--- config.mk ---
export PLATFORM = sky130hd
export DESIGN_NAME = priority_ordered_wait_queue_insert_unit
export DESIGN_NICKNAME = d
export VERILOG_FILES = /design/src/design/powq_pkg.sv /design/src/design/powq_head_table.sv /design/src/design/powq_link_store.sv /design/src/design/powq_ctrl.sv /design/src/design/priority_ordered_wait_queue_insert_unit.sv
export SDC_FILE = /design/constraint.sdc
export NUM_CORES = 1
export LEC_CHECK = 0
export BUFFER_PORTS_ARGS = -buffer_cell sky130_fd_sc_hd__clkbuf_2
export CAP_MARGIN = 5
export CORE_ASPECT_RATIO = 0.7
export CORE_MARGIN = 2
export CORE_UTILIZATION = 63
export DETAILED_ROUTE_END_ITERATION = 16
export HOLD_SLACK_MARGIN = 0.1
export PLACE_DENSITY = 0.84
export SETUP_SLACK_MARGIN = 0.1
export SKIP_CTS_REPAIR_TIMING = 1
export SLEW_MARGIN = 20
export SYNTH_ARGS = -nofsm -noshare
export SYNTH_HDL_FRONTEND = slang
export SYNTH_HIERARCHICAL = 1
export SYNTH_SLANG_ARGS = --single-unit
--- constraint.sdc ---
create_clock -name clk -period 4.6 [get_ports clk]
set_clock_uncertainty 0.15 [all_clocks]
set_input_delay 0.23 -clock clk [delete_from_list [all_inputs] [get_ports clk]]
set_output_delay 0.23 -clock clk [all_outputs]
set_load 0.03 [all_outputs]
--- src/design/powq_pkg.sv ---
// shared types, defaults and state encoding for the priority wait queue insert unit
package powq_pkg;

  localparam int DEF_NUM_TASKS       = 32;
  localparam int DEF_NUM_QUEUES      = 8;
  localparam int DEF_PRIORITY_LEVELS = 16;

  localparam int FIELD_W = 6;

  typedef struct packed {
    logic [2:0]         queue_id;
    logic [FIELD_W-1:0] task_id;
    logic [4:0]         task_priority;
  } powq_in_t;

  typedef struct packed {
    logic [FIELD_W-1:0] new_head;
    logic [FIELD_W-1:0] next_task;
    logic [FIELD_W-1:0] prev_task;
  } powq_out_t;

  // write enables of the per-task tables
  typedef struct packed {
    logic next_we;
    logic prev_we;
    logic prio_we;
  } powq_wen_t;

  typedef enum logic [2:0] {
    ST_IDLE,
    ST_HEAD,
    ST_HCHK,
    ST_WALK,
    ST_LINK,
    ST_WR1,
    ST_WR2
  } powq_state_t;

endpackage

--- src/design/powq_head_table.sv ---
// per-queue head memory with reset-cleared valid bits
module powq_head_table #(
  parameter int NUM_TASKS  = powq_pkg::DEF_NUM_TASKS,
  parameter int NUM_QUEUES = powq_pkg::DEF_NUM_QUEUES,
  localparam int IW = $clog2(NUM_TASKS + 1),
  localparam int QW = (NUM_QUEUES > 1) ? $clog2(NUM_QUEUES) : 1
) (
  input  logic          clk,
  input  logic          rst,
  input  logic [QW-1:0] rd_addr,
  output logic [IW-1:0] rd_data,
  input  logic          wr_en,
  input  logic [QW-1:0] wr_addr,
  input  logic [IW-1:0] wr_data
);
  import powq_pkg::*;

  logic [IW-1:0]         mem [NUM_QUEUES];
  logic [NUM_QUEUES-1:0] vld;
  logic [IW-1:0]         rd_q;
  logic                  rd_vld;

  always_ff @(posedge clk) begin
    if (wr_en) begin
      mem[wr_addr] <= wr_data;
    end
    rd_q <= mem[rd_addr];
  end

  always_ff @(posedge clk) begin
    if (rst) begin
      vld    <= '0;
      rd_vld <= 1'b0;
    end else begin
      if (wr_en) begin
        vld[wr_addr] <= 1'b1;
      end
      rd_vld <= vld[rd_addr];
    end
  end

  // an unwritten head reads as an empty queue
  assign rd_data = rd_vld ? rd_q : '0;

endmodule

--- src/design/powq_link_store.sv ---
// per-task next link, previous link and priority memories
module powq_link_store #(
  parameter int NUM_TASKS       = powq_pkg::DEF_NUM_TASKS,
  parameter int PRIORITY_LEVELS = powq_pkg::DEF_PRIORITY_LEVELS,
  localparam int IW = $clog2(NUM_TASKS + 1),
  localparam int PW = $clog2(PRIORITY_LEVELS + 1)
) (
  input  logic                clk,
  input  logic [IW-1:0]       rd_addr,
  output logic [IW-1:0]       next_rd,
  output logic [IW-1:0]       prev_rd,
  output logic [PW-1:0]       prio_rd,
  input  powq_pkg::powq_wen_t wen,
  input  logic [IW-1:0]       next_wa,
  input  logic [IW-1:0]       next_wd,
  input  logic [IW-1:0]       prev_wa,
  input  logic [IW-1:0]       prev_wd,
  input  logic [IW-1:0]       prio_wa,
  input  logic [PW-1:0]       prio_wd
);
  import powq_pkg::*;

  logic [IW-1:0] next_mem [NUM_TASKS + 1];
  logic [IW-1:0] prev_mem [NUM_TASKS + 1];
  logic [PW-1:0] prio_mem [NUM_TASKS + 1];

  always_ff @(posedge clk) begin
    if (wen.next_we) begin
      next_mem[next_wa] <= next_wd;
    end
    next_rd <= next_mem[rd_addr];
  end

  always_ff @(posedge clk) begin
    if (wen.prev_we) begin
      prev_mem[prev_wa] <= prev_wd;
    end
    prev_rd <= prev_mem[rd_addr];
  end

  always_ff @(posedge clk) begin
    if (wen.prio_we) begin
      prio_mem[prio_wa] <= prio_wd;
    end
    prio_rd <= prio_mem[rd_addr];
  end

endmodule

--- src/design/powq_ctrl.sv ---
// insert sequencer: head lookup, ring walk and link write-back
module powq_ctrl #(
  parameter int NUM_TASKS       = powq_pkg::DEF_NUM_TASKS,
  parameter int NUM_QUEUES      = powq_pkg::DEF_NUM_QUEUES,
  parameter int PRIORITY_LEVELS = powq_pkg::DEF_PRIORITY_LEVELS,
  localparam int IW = $clog2(NUM_TASKS + 1),
  localparam int QW = (NUM_QUEUES > 1) ? $clog2(NUM_QUEUES) : 1,
  localparam int PW = $clog2(PRIORITY_LEVELS + 1),
  localparam int SW = $clog2(NUM_TASKS + 1)
) (
  input  logic                clk,
  input  logic                rst,
  input  logic                start,
  input  powq_pkg::powq_in_t  cmd,
  output logic                busy,
  output logic                done,
  output powq_pkg::powq_out_t result,
  output logic [QW-1:0]       head_ra,
  input  logic [IW-1:0]       head_rd,
  output logic                head_we,
  output logic [QW-1:0]       head_wa,
  output logic [IW-1:0]       head_wd,
  output logic [IW-1:0]       link_ra,
  input  logic [IW-1:0]       next_rd,
  input  logic [IW-1:0]       prev_rd,
  input  logic [PW-1:0]       prio_rd,
  output powq_pkg::powq_wen_t link_we,
  output logic [IW-1:0]       next_wa,
  output logic [IW-1:0]       next_wd,
  output logic [IW-1:0]       prev_wa,
  output logic [IW-1:0]       prev_wd,
  output logic [IW-1:0]       prio_wa,
  output logic [PW-1:0]       prio_wd
);
  import powq_pkg::*;

  powq_state_t state, state_next;

  logic [QW-1:0] q_r;
  logic [IW-1:0] task_r;
  logic [PW-1:0] pri_r;
  logic          valid_r;
  logic          qvalid_r;
  logic [IW-1:0] head_r;
  logic [IW-1:0] ptr;
  logic [SW-1:0] steps;
  logic          newhead_r;
  logic [IW-1:0] before_r;
  logic [IW-1:0] prevt_r;

  logic          done_next;
  powq_out_t     result_next;

  logic          in_qvalid;
  logic          in_tvalid;
  logic [PW-1:0] in_pri;
  logic          head_empty;
  logic          walk_cont;
  logic [IW-1:0] prev_wr;

  // ids past the table read as the none entry
  function automatic logic [IW-1:0] slot(input logic [IW-1:0] v);
    return (int'(v) <= NUM_TASKS) ? v : '0;
  endfunction

  always_comb begin
    in_qvalid = int'(cmd.queue_id) < NUM_QUEUES;
    in_tvalid = (cmd.task_id != '0) && (int'(cmd.task_id) <= NUM_TASKS);
    if (cmd.task_priority == '0) begin
      in_pri = PW'(1);
    end else if (int'(cmd.task_priority) > PRIORITY_LEVELS) begin
      in_pri = PW'(PRIORITY_LEVELS);
    end else begin
      in_pri = PW'(cmd.task_priority);
    end
  end

  assign head_empty = (head_rd == '0);
  assign walk_cont  = (pri_r >= prio_rd) && (ptr != head_r) && (int'(steps) < NUM_TASKS);
  // a reinsert right before itself leaves the task as its own predecessor
  assign prev_wr    = (ptr == task_r) ? task_r : prev_rd;
  assign busy       = (state != ST_IDLE);

  // next state
  always_comb begin
    state_next = state;
    case (state)
      ST_IDLE: begin
        if (start) begin
          state_next = ST_HEAD;
        end
      end
      ST_HEAD: begin
        if (!valid_r || head_empty) begin
          state_next = ST_IDLE;
        end else begin
          state_next = ST_HCHK;
        end
      end
      ST_HCHK: begin
        if (pri_r < prio_rd) begin
          state_next = ST_LINK;
        end else begin
          state_next = ST_WALK;
        end
      end
      ST_WALK: begin
        if (!walk_cont) begin
          state_next = ST_LINK;
        end
      end
      ST_LINK: state_next = ST_WR1;
      ST_WR1:  state_next = ST_WR2;
      ST_WR2:  state_next = ST_IDLE;
      default: state_next = ST_IDLE;
    endcase
  end

  // memory controls and result
  always_comb begin
    head_ra = QW'(cmd.queue_id);
    head_we = 1'b0;
    head_wa = q_r;
    head_wd = task_r;
    link_ra = ptr;
    link_we = '0;
    next_wa = task_r;
    next_wd = task_r;
    prev_wa = task_r;
    prev_wd = task_r;
    prio_wa = IW'(cmd.task_id);
    prio_wd = in_pri;
    done_next = 1'b0;
    result_next = '0;
    case (state)
      ST_IDLE: begin
        link_we.prio_we = start && in_qvalid && in_tvalid;
      end
      ST_HEAD: begin
        link_ra = slot(head_rd);
        if (!valid_r) begin
          done_next = 1'b1;
          result_next.new_head = qvalid_r ? FIELD_W'(head_rd) : '0;
        end else if (head_empty) begin
          // empty queue becomes a one-element ring
          head_we = 1'b1;
          link_we.next_we = 1'b1;
          link_we.prev_we = 1'b1;
          done_next = 1'b1;
          result_next.new_head  = FIELD_W'(task_r);
          result_next.next_task = FIELD_W'(task_r);
          result_next.prev_task = FIELD_W'(task_r);
        end
      end
      ST_HCHK, ST_WALK: begin
        link_ra = slot(next_rd);
      end
      ST_WR1: begin
        link_we.next_we = 1'b1;
        link_we.prev_we = 1'b1;
        next_wd = ptr;
        prev_wd = prev_wr;
      end
      ST_WR2: begin
        head_we = newhead_r;
        link_we.next_we = 1'b1;
        link_we.prev_we = 1'b1;
        next_wa = before_r;
        prev_wa = ptr;
        done_next = 1'b1;
        result_next.new_head  = FIELD_W'(newhead_r ? task_r : head_r);
        result_next.next_task = FIELD_W'((before_r == task_r) ? task_r : ptr);
        result_next.prev_task = FIELD_W'(prevt_r);
      end
      default: begin
      end
    endcase
  end

  always_ff @(posedge clk) begin
    if (rst) begin
      state <= ST_IDLE;
      done  <= 1'b0;
    end else begin
      state <= state_next;
      done  <= done_next;
    end
  end

  always_ff @(posedge clk) begin
    if (done_next) begin
      result <= result_next;
    end
    case (state)
      ST_IDLE: begin
        if (start) begin
          q_r      <= QW'(cmd.queue_id);
          task_r   <= IW'(cmd.task_id);
          pri_r    <= in_pri;
          valid_r  <= in_qvalid && in_tvalid;
          qvalid_r <= in_qvalid;
        end
      end
      ST_HEAD: begin
        head_r <= head_rd;
      end
      ST_HCHK: begin
        newhead_r <= (pri_r < prio_rd);
        ptr       <= (pri_r < prio_rd) ? head_r : slot(next_rd);
        steps     <= SW'(1);
      end
      ST_WALK: begin
        if (walk_cont) begin
          ptr   <= slot(next_rd);
          steps <= SW'(steps + 1'b1);
        end
      end
      ST_WR1: begin
        before_r <= slot(prev_wr);
        prevt_r  <= prev_wr;
      end
      default: begin
      end
    endcase
  end

endmodule

--- src/design/priority_ordered_wait_queue_insert_unit.sv ---
// start to done passes ST_HEAD only for an empty queue or an invalid task or queue,
// otherwise ST_HEAD, ST_HCHK, ST_WALK unless the task goes before the head, ST_LINK, ST_WR1, ST_WR2
// a new start is taken only in ST_IDLE, one transaction at a time, and the walk reads
// one link per cycle from the link memory; busy stays high until done is set
// reset empties all queues through per-queue valid bits; link and priority tables are
// not cleared and are only read once written; results cannot be stalled by the receiver
module priority_ordered_wait_queue_insert_unit #(
  parameter int NUM_TASKS       = powq_pkg::DEF_NUM_TASKS,
  parameter int NUM_QUEUES      = powq_pkg::DEF_NUM_QUEUES,
  parameter int PRIORITY_LEVELS = powq_pkg::DEF_PRIORITY_LEVELS
) (
  input  logic                clk,
  input  logic                rst,
  input  logic                start,
  input  powq_pkg::powq_in_t  cmd,
  output logic                busy,
  output logic                done,
  output powq_pkg::powq_out_t result
);
  import powq_pkg::*;

  localparam int IW = $clog2(NUM_TASKS + 1);
  localparam int QW = (NUM_QUEUES > 1) ? $clog2(NUM_QUEUES) : 1;
  localparam int PW = $clog2(PRIORITY_LEVELS + 1);

  logic [QW-1:0] head_ra;
  logic [IW-1:0] head_rd;
  logic          head_we;
  logic [QW-1:0] head_wa;
  logic [IW-1:0] head_wd;
  logic [IW-1:0] link_ra;
  logic [IW-1:0] next_rd;
  logic [IW-1:0] prev_rd;
  logic [PW-1:0] prio_rd;
  powq_wen_t     link_we;
  logic [IW-1:0] next_wa;
  logic [IW-1:0] next_wd;
  logic [IW-1:0] prev_wa;
  logic [IW-1:0] prev_wd;
  logic [IW-1:0] prio_wa;
  logic [PW-1:0] prio_wd;

  powq_ctrl #(
    .NUM_TASKS       (NUM_TASKS),
    .NUM_QUEUES      (NUM_QUEUES),
    .PRIORITY_LEVELS (PRIORITY_LEVELS)
  ) u_ctrl (
    .clk     (clk),
    .rst     (rst),
    .start   (start),
    .cmd     (cmd),
    .busy    (busy),
    .done    (done),
    .result  (result),
    .head_ra (head_ra),
    .head_rd (head_rd),
    .head_we (head_we),
    .head_wa (head_wa),
    .head_wd (head_wd),
    .link_ra (link_ra),
    .next_rd (next_rd),
    .prev_rd (prev_rd),
    .prio_rd (prio_rd),
    .link_we (link_we),
    .next_wa (next_wa),
    .next_wd (next_wd),
    .prev_wa (prev_wa),
    .prev_wd (prev_wd),
    .prio_wa (prio_wa),
    .prio_wd (prio_wd)
  );

  powq_head_table #(
    .NUM_TASKS  (NUM_TASKS),
    .NUM_QUEUES (NUM_QUEUES)
  ) u_head (
    .clk     (clk),
    .rst     (rst),
    .rd_addr (head_ra),
    .rd_data (head_rd),
    .wr_en   (head_we),
    .wr_addr (head_wa),
    .wr_data (head_wd)
  );

  powq_link_store #(
    .NUM_TASKS       (NUM_TASKS),
    .PRIORITY_LEVELS (PRIORITY_LEVELS)
  ) u_links (
    .clk     (clk),
    .rd_addr (link_ra),
    .next_rd (next_rd),
    .prev_rd (prev_rd),
    .prio_rd (prio_rd),
    .wen     (link_we),
    .next_wa (next_wa),
    .next_wd (next_wd),
    .prev_wa (prev_wa),
    .prev_wd (prev_wd),
    .prio_wa (prio_wa),
    .prio_wd (prio_wd)
  );

endmodule
* Word level (Yosys, flattened, before mapping) *
Memories as Yosys holds them, arrays and structs flattened. A register that Yosys moved wholly into a read port is not among the register bits.
Cells that the tools add are included.

operators by class
  add/sub/neg operators = 1
  $mul = 0
  div/mod/pow operators = 0
  $lt $le $gt $ge = 11
  equal/unequal tests = 12
  shift-type cells = 0
  multiplexer cells = 48
  bitwise gates (word level) = 1
  reductions and logical operators = 18

operator list
  kind                 count
  $mux 6               14
  $pmux 18 s2          1
  $pmux 6 s2           3
  $le 6x6->1 const B   4
  $mux 18              1
  $pmux 3 s6           1
  $mux 1               14
  $eq 6x6->1           2
  $mux 12              1
  $mux 5               2
  $eq 3x3->1 const B   3
  $mux 3               3
  $lt 3x4->1 const B   2
  $or 8x8->8           1
  $add 6x1->6 const B  1
  $eq 3x2->1 const B   2
  $logic_not 6->1      1
  $lt 6x6->1 const B   1
  $mux 2               3
  $ne 6x6->1           1
  $reduce_and 2->1     3
  $reduce_bool 6->1    1
  $ge 5x5->1           1
  $gt 5x5->1 const B   1
  other kinds (17)     24

word-level totals
  bits in registers = 77
  bits in latches = 0
  memory bits (writable) = 609
  bits in read-only memories = 0
  logic and storage cells = 112
  memories kept = 4

memory list
  name              depth  width  rd ports  clocked after memory_dff  wr ports  RTL line               text
  u_links.next_mem  33     6      1         1                         1         powq_link_store.sv:23  logic [IW-1:0] next_mem [NUM_TASKS + 1];
  u_links.prev_mem  33     6      1         1                         1         powq_link_store.sv:24  logic [IW-1:0] prev_mem [NUM_TASKS + 1];
  u_links.prio_mem  33     5      1         1                         1         powq_link_store.sv:25  logic [PW-1:0] prio_mem [NUM_TASKS + 1];
  u_head.mem        8      6      1         1                         1         powq_head_table.sv:18  logic [IW-1:0] mem [NUM_QUEUES];

* Depth between registers and ports, before layout *
  depth in word-level cells = 7
  mapped depth = 13
  mapped depth without buffers = 10

* By module *
Netlist, hierarchy kept.

modules (own cells, without submodules)
  module           instances  cells each  area an instance (sq um)
  powq_link_store  1          1,305       22,948.3
  powq_ctrl        1          324         3,802.4
  powq_head_table  1          124         2,412.3

* Worst setup path before layout *
Ideal clock, no wire load.

  path type = flip-flop to flip-flop
  from = reg u_head.rd_vld
  to = mem u_links/next_mem[32][0] (netlist bit) (enable)
  data arrival time = 2,907 ps
  data required time = 4,062 ps
  slack = 1,155 ps
  stages on the path, launching flop included = 9
  path buffers = 1
  clock period less this slack = 3,445 ps
  path through = dfxtp_1 -> and2_1 -> or4_4 -> nor4_4 -> or3_2 -> buf_4 -> nor2b_1 -> nand2_1 -> nor4b_1

RTL lines
  what                      RTL line               text
  start: declaration        powq_head_table.sv:21  logic rd_vld;
  start signal: assignment  powq_head_table.sv:38  rd_vld <= vld[rd_addr];
  end: declaration          powq_link_store.sv:23

* Worst setup path after layout *
  from = reg u_ctrl.state[0]
  to = reg u_links.prio_rd[0] (read register of u_links.prio_mem)

on the way
  cells in the longest elaborated chain, start to end = 3

RTL lines
  what                      RTL line                                       text
  start: declaration        powq_ctrl.sv:37                                powq_state_t state, state_next;
  start signal: assignment  powq_ctrl.sv:185                               state <= state_next;
  $eq 3x2->1                powq_ctrl.sv:135                               case (state)
  $reduce_or 2->1           powq_ctrl.sv:135
  $pmux 6 s2 (*)            powq_ctrl.sv:135
  named net link_ra[0]      priority_ordered_wait_queue_insert_unit.sv:31  logic [IW-1:0] link_ra;
  end: declaration          powq_link_store.sv:12                          output logic [PW-1:0] prio_rd,

The timed path passes the listed nets; every way through them passes the cells marked *.
A chain may end at the register's enable or synchronous reset.

==> results.yml <==
logic_synthesis:
  synth-edff-count: 673
  ys_types: 67
  synthAdderAreaFrac: 0.002574
  yosysSeqAreaShare: 0.7177
  synth-compound-area-share: 0.07916
  async_reset_ff_frac: 0
  synth-seq-cells: 709
  ys_warn_count: 6
  synth_xor_area_frac: 0.006907
  synthesis.area_mm2: 0.02916
  synth_fp_nets: 1776
  syn_area_per_cell_um2: 16.64
  postSynthCellCount: 1753
  synth_top_flop_cell: "edfxtp_1"
  muxShareOfSynthArea: 0.1172
  synth_top_family_by_area: "multiplexers"
  synthSimpleGateAreaFrac: 0.05191
timing:
  fmax_ghz: 0.2541
  finalHoldViolCount: 0
  drv_slew: 0
  whs_ns: 0.04586
  rsz0062_at_grt: "no"
  setup_tns_ns: 0
  tightest_slew_ns: 1.189
  layout_setup_ws_ns: 0.6640
  setup_viol: 0
  relSlewSlack: 0.2075
  fin_crit_ns: 3.936
  final.period_utilization: 0.8557
cts:
  cts_made_buffers: 61
  clock_latency_ns: 0.61
  cts.path.max_buffers: 3
  cts_root_buf: "clkbuf_16"
  cts_tree: "yes"
  path_clk_slew_ns: 0.07
  htreeDepth: 2
  clock-sinks: 709
die:
  die_h_um: 184.0
  pin_count: 37
  fp.coreArea_mm2: 0.04538
  rows: 65
  dieArea_mm2: 0.04806
  chipWidth_um: 261.2
  start_util: 0.6426
global_route:
  grt_use_met3: 0.07031
  antenna_found_initial: 0
  grt-ovfl-total: 0
  busiest_layer: "met2"
  grtUsageTotal: 0.2770
  grt_pass1_vias: 16070
  grt_max_degree: 59
  gr-usage-met1: 0.4047
  grt_first_pass_wirelength_um: 98900
  grtUsageMet2: 0.4197
power_and_ir_drop:
  p_per_area_mw_per_mm2: 451.3
  total_power_mw: 14.50
  irDropWorstVdd_uv: 416.0
  p_leak_nw: 10.85
route:
  vias: 16576
  drc_errors: 0
  drtIter0Drc: 2583
  wl_per_cell_um: 27.19
  wl_um: 66370
  first_pass_iters: 7
  via_per_inst: 6.791
  ant_nets: 0
finish:
  drive_gt1_frac: 0.1436
  nFillCells: 2656
  fin_nets: 1809
  finish.utilization: 0.7078
  syn_to_final_growth_pct: 10.14
  final_cell_mix: "edfxtp_1 (673), mux2i_1 (275), nor2_1 (130)"
  mostFrequentLayoutCell: "edfxtp_1"
  num_antenna_cells: 0
  instances_no_fill: 2441
  design_area_mm2: 0.03212
worst_setup_path:
  endpoint_kind: "flop"
  cp.required_ns: 4.96
  crit_family: "compound AO/OA/AOI/OAI gates"
  arrival_ns: 4.30
  critPathLaunchType: "flop"
  worstPathMaxFanout: 51
  path_class: "reg2reg"
  cp_num_buf_inv: 2
  critPathMaxStageDelay_ns: 0.57
  crit_chain: "nand2b_1, nor3_1, a222oi_1, inv_8, buf_4, mux2i_1, a22o_1, a221oi_1, o22ai_1, o41ai_2"
  cp_slowest_cell: "dfxtp_1"
placement:
  pre_cts_slack_ns: 0.7820
  postPlaceCellArea_mm2: 0.02983
  dp_cells: 2313
  hpwl_um: 41100
  gp_congestion: 0.9129
  io_buffers: 36
hold_path:
  hold_path_class: "in2reg"
run_status:
  status: "finished clean"
run:
  cap_viol_max_count: 0
worst min-delay path, cell delays in order:
cell      delay [ns]
clkbuf_2        0.08
nor2_1          0.13
nor2_2          0.16
kinds of logic (layout without fill, tap and decap cells):
group,Yosys count,count (layout)
flip-flops,709,709
multiplexers,317,317
buffers and inverters,129,214
XOR/XNOR,23,23
AND/OR/NAND/NOR,309,309
AO/OA/AOI/OAI,260,260
adder cells (fa/ha/maj),6,6
final cells by class:
cell class / instances / area, um2 / share of cell area
flip-flops and latches: 709 / 20930 / 0.6516
multi-input cells: 915 / 7576 / 0.2359
clock buffers: 74 / 1617 / 0.05033
well taps: 603 / 754.5 / 0.02349
repair buffers: 78 / 615.6 / 0.01917
clock inverters: 41 / 540.5 / 0.01683
inverters: 21 / 86.33 / 0.002688
flip-flops by register name, indices dropped and copies added, names as in the netlist, 8 cells and up:
signal,cells
u_head/vld,8
u_links/prio_mem,165
u_links/prev_mem,198
u_head/mem,48
u_ctrl/result,18
u_links/next_mem,198
where the power goes:
| group | switching (mW) | internal, mW | total [mW] |
|---|---|---|---|
| sequential | 0.125 | 7.24 | 7.37 |
| combinational | 1.05 | 0.591 | 1.64 |
| clock | 2.26 | 3.23 | 5.49 |
| total | 3.43 | 11.1 | 14.5 |
synthesized netlist by cell type, drive strengths merged, types with 5 or more instances:
library cell | n | area, um2
a22oi | 68 | 510.5
and2 | 8 | 50.05
o22ai | 17 | 106.4
mux2i | 275 | 2753
nor2 | 132 | 495.5
o41ai | 18 | 285.3
xnor2 | 9 | 78.83
inv | 21 | 78.83
nand3b | 13 | 97.59
a21oi | 38 | 190.2
xor2 | 14 | 122.6
mux4 | 13 | 337.8
nor4 | 8 | 80.08
mux2 | 29 | 326.6
nand2 | 67 | 251.5
edfxtp | 673 | 20210
a222oi | 11 | 110.1
a221oi | 34 | 460.4
buf | 70 | 491.7
ha | 6 | 75.07
nor2b | 21 | 131.4
a22o | 46 | 402.9
nand3 | 17 | 90.09
o21ai | 9 | 45.04
dfxtp | 36 | 720.7
clkbuf | 38 | 146.4
nand2b | 9 | 56.30
or3 | 5 | 32.53
metal layers:
metal	routed length (um)	vias to the layer above
li1	-	6987
met1	26340	8325
met2	30360	1108
met3	7962	156
met4	1702	0
met5	0	-
worst paths after layout:
kind                                                         from                                to  slack [ns]  depth (start not counted)
worst max-delay path                 u_ctrl/state[0]$_SDFFE_PP0P_        u_links/prio_rd[0]$_DFF_P_        0.66                         10
worst max register to register       u_ctrl/state[0]$_SDFFE_PP0P_        u_links/prio_rd[0]$_DFF_P_        0.66                         10
worst min register to register  u_links/next_mem[32][4]$_DFFE_PP_        u_links/next_rd[4]$_DFF_P_        0.30                          2
worst min-delay path                                       cmd[0]  u_links/prio_mem[0][0]$_DFFE_PP_        0.05                          3
Power figures use the tool's default switching activity.
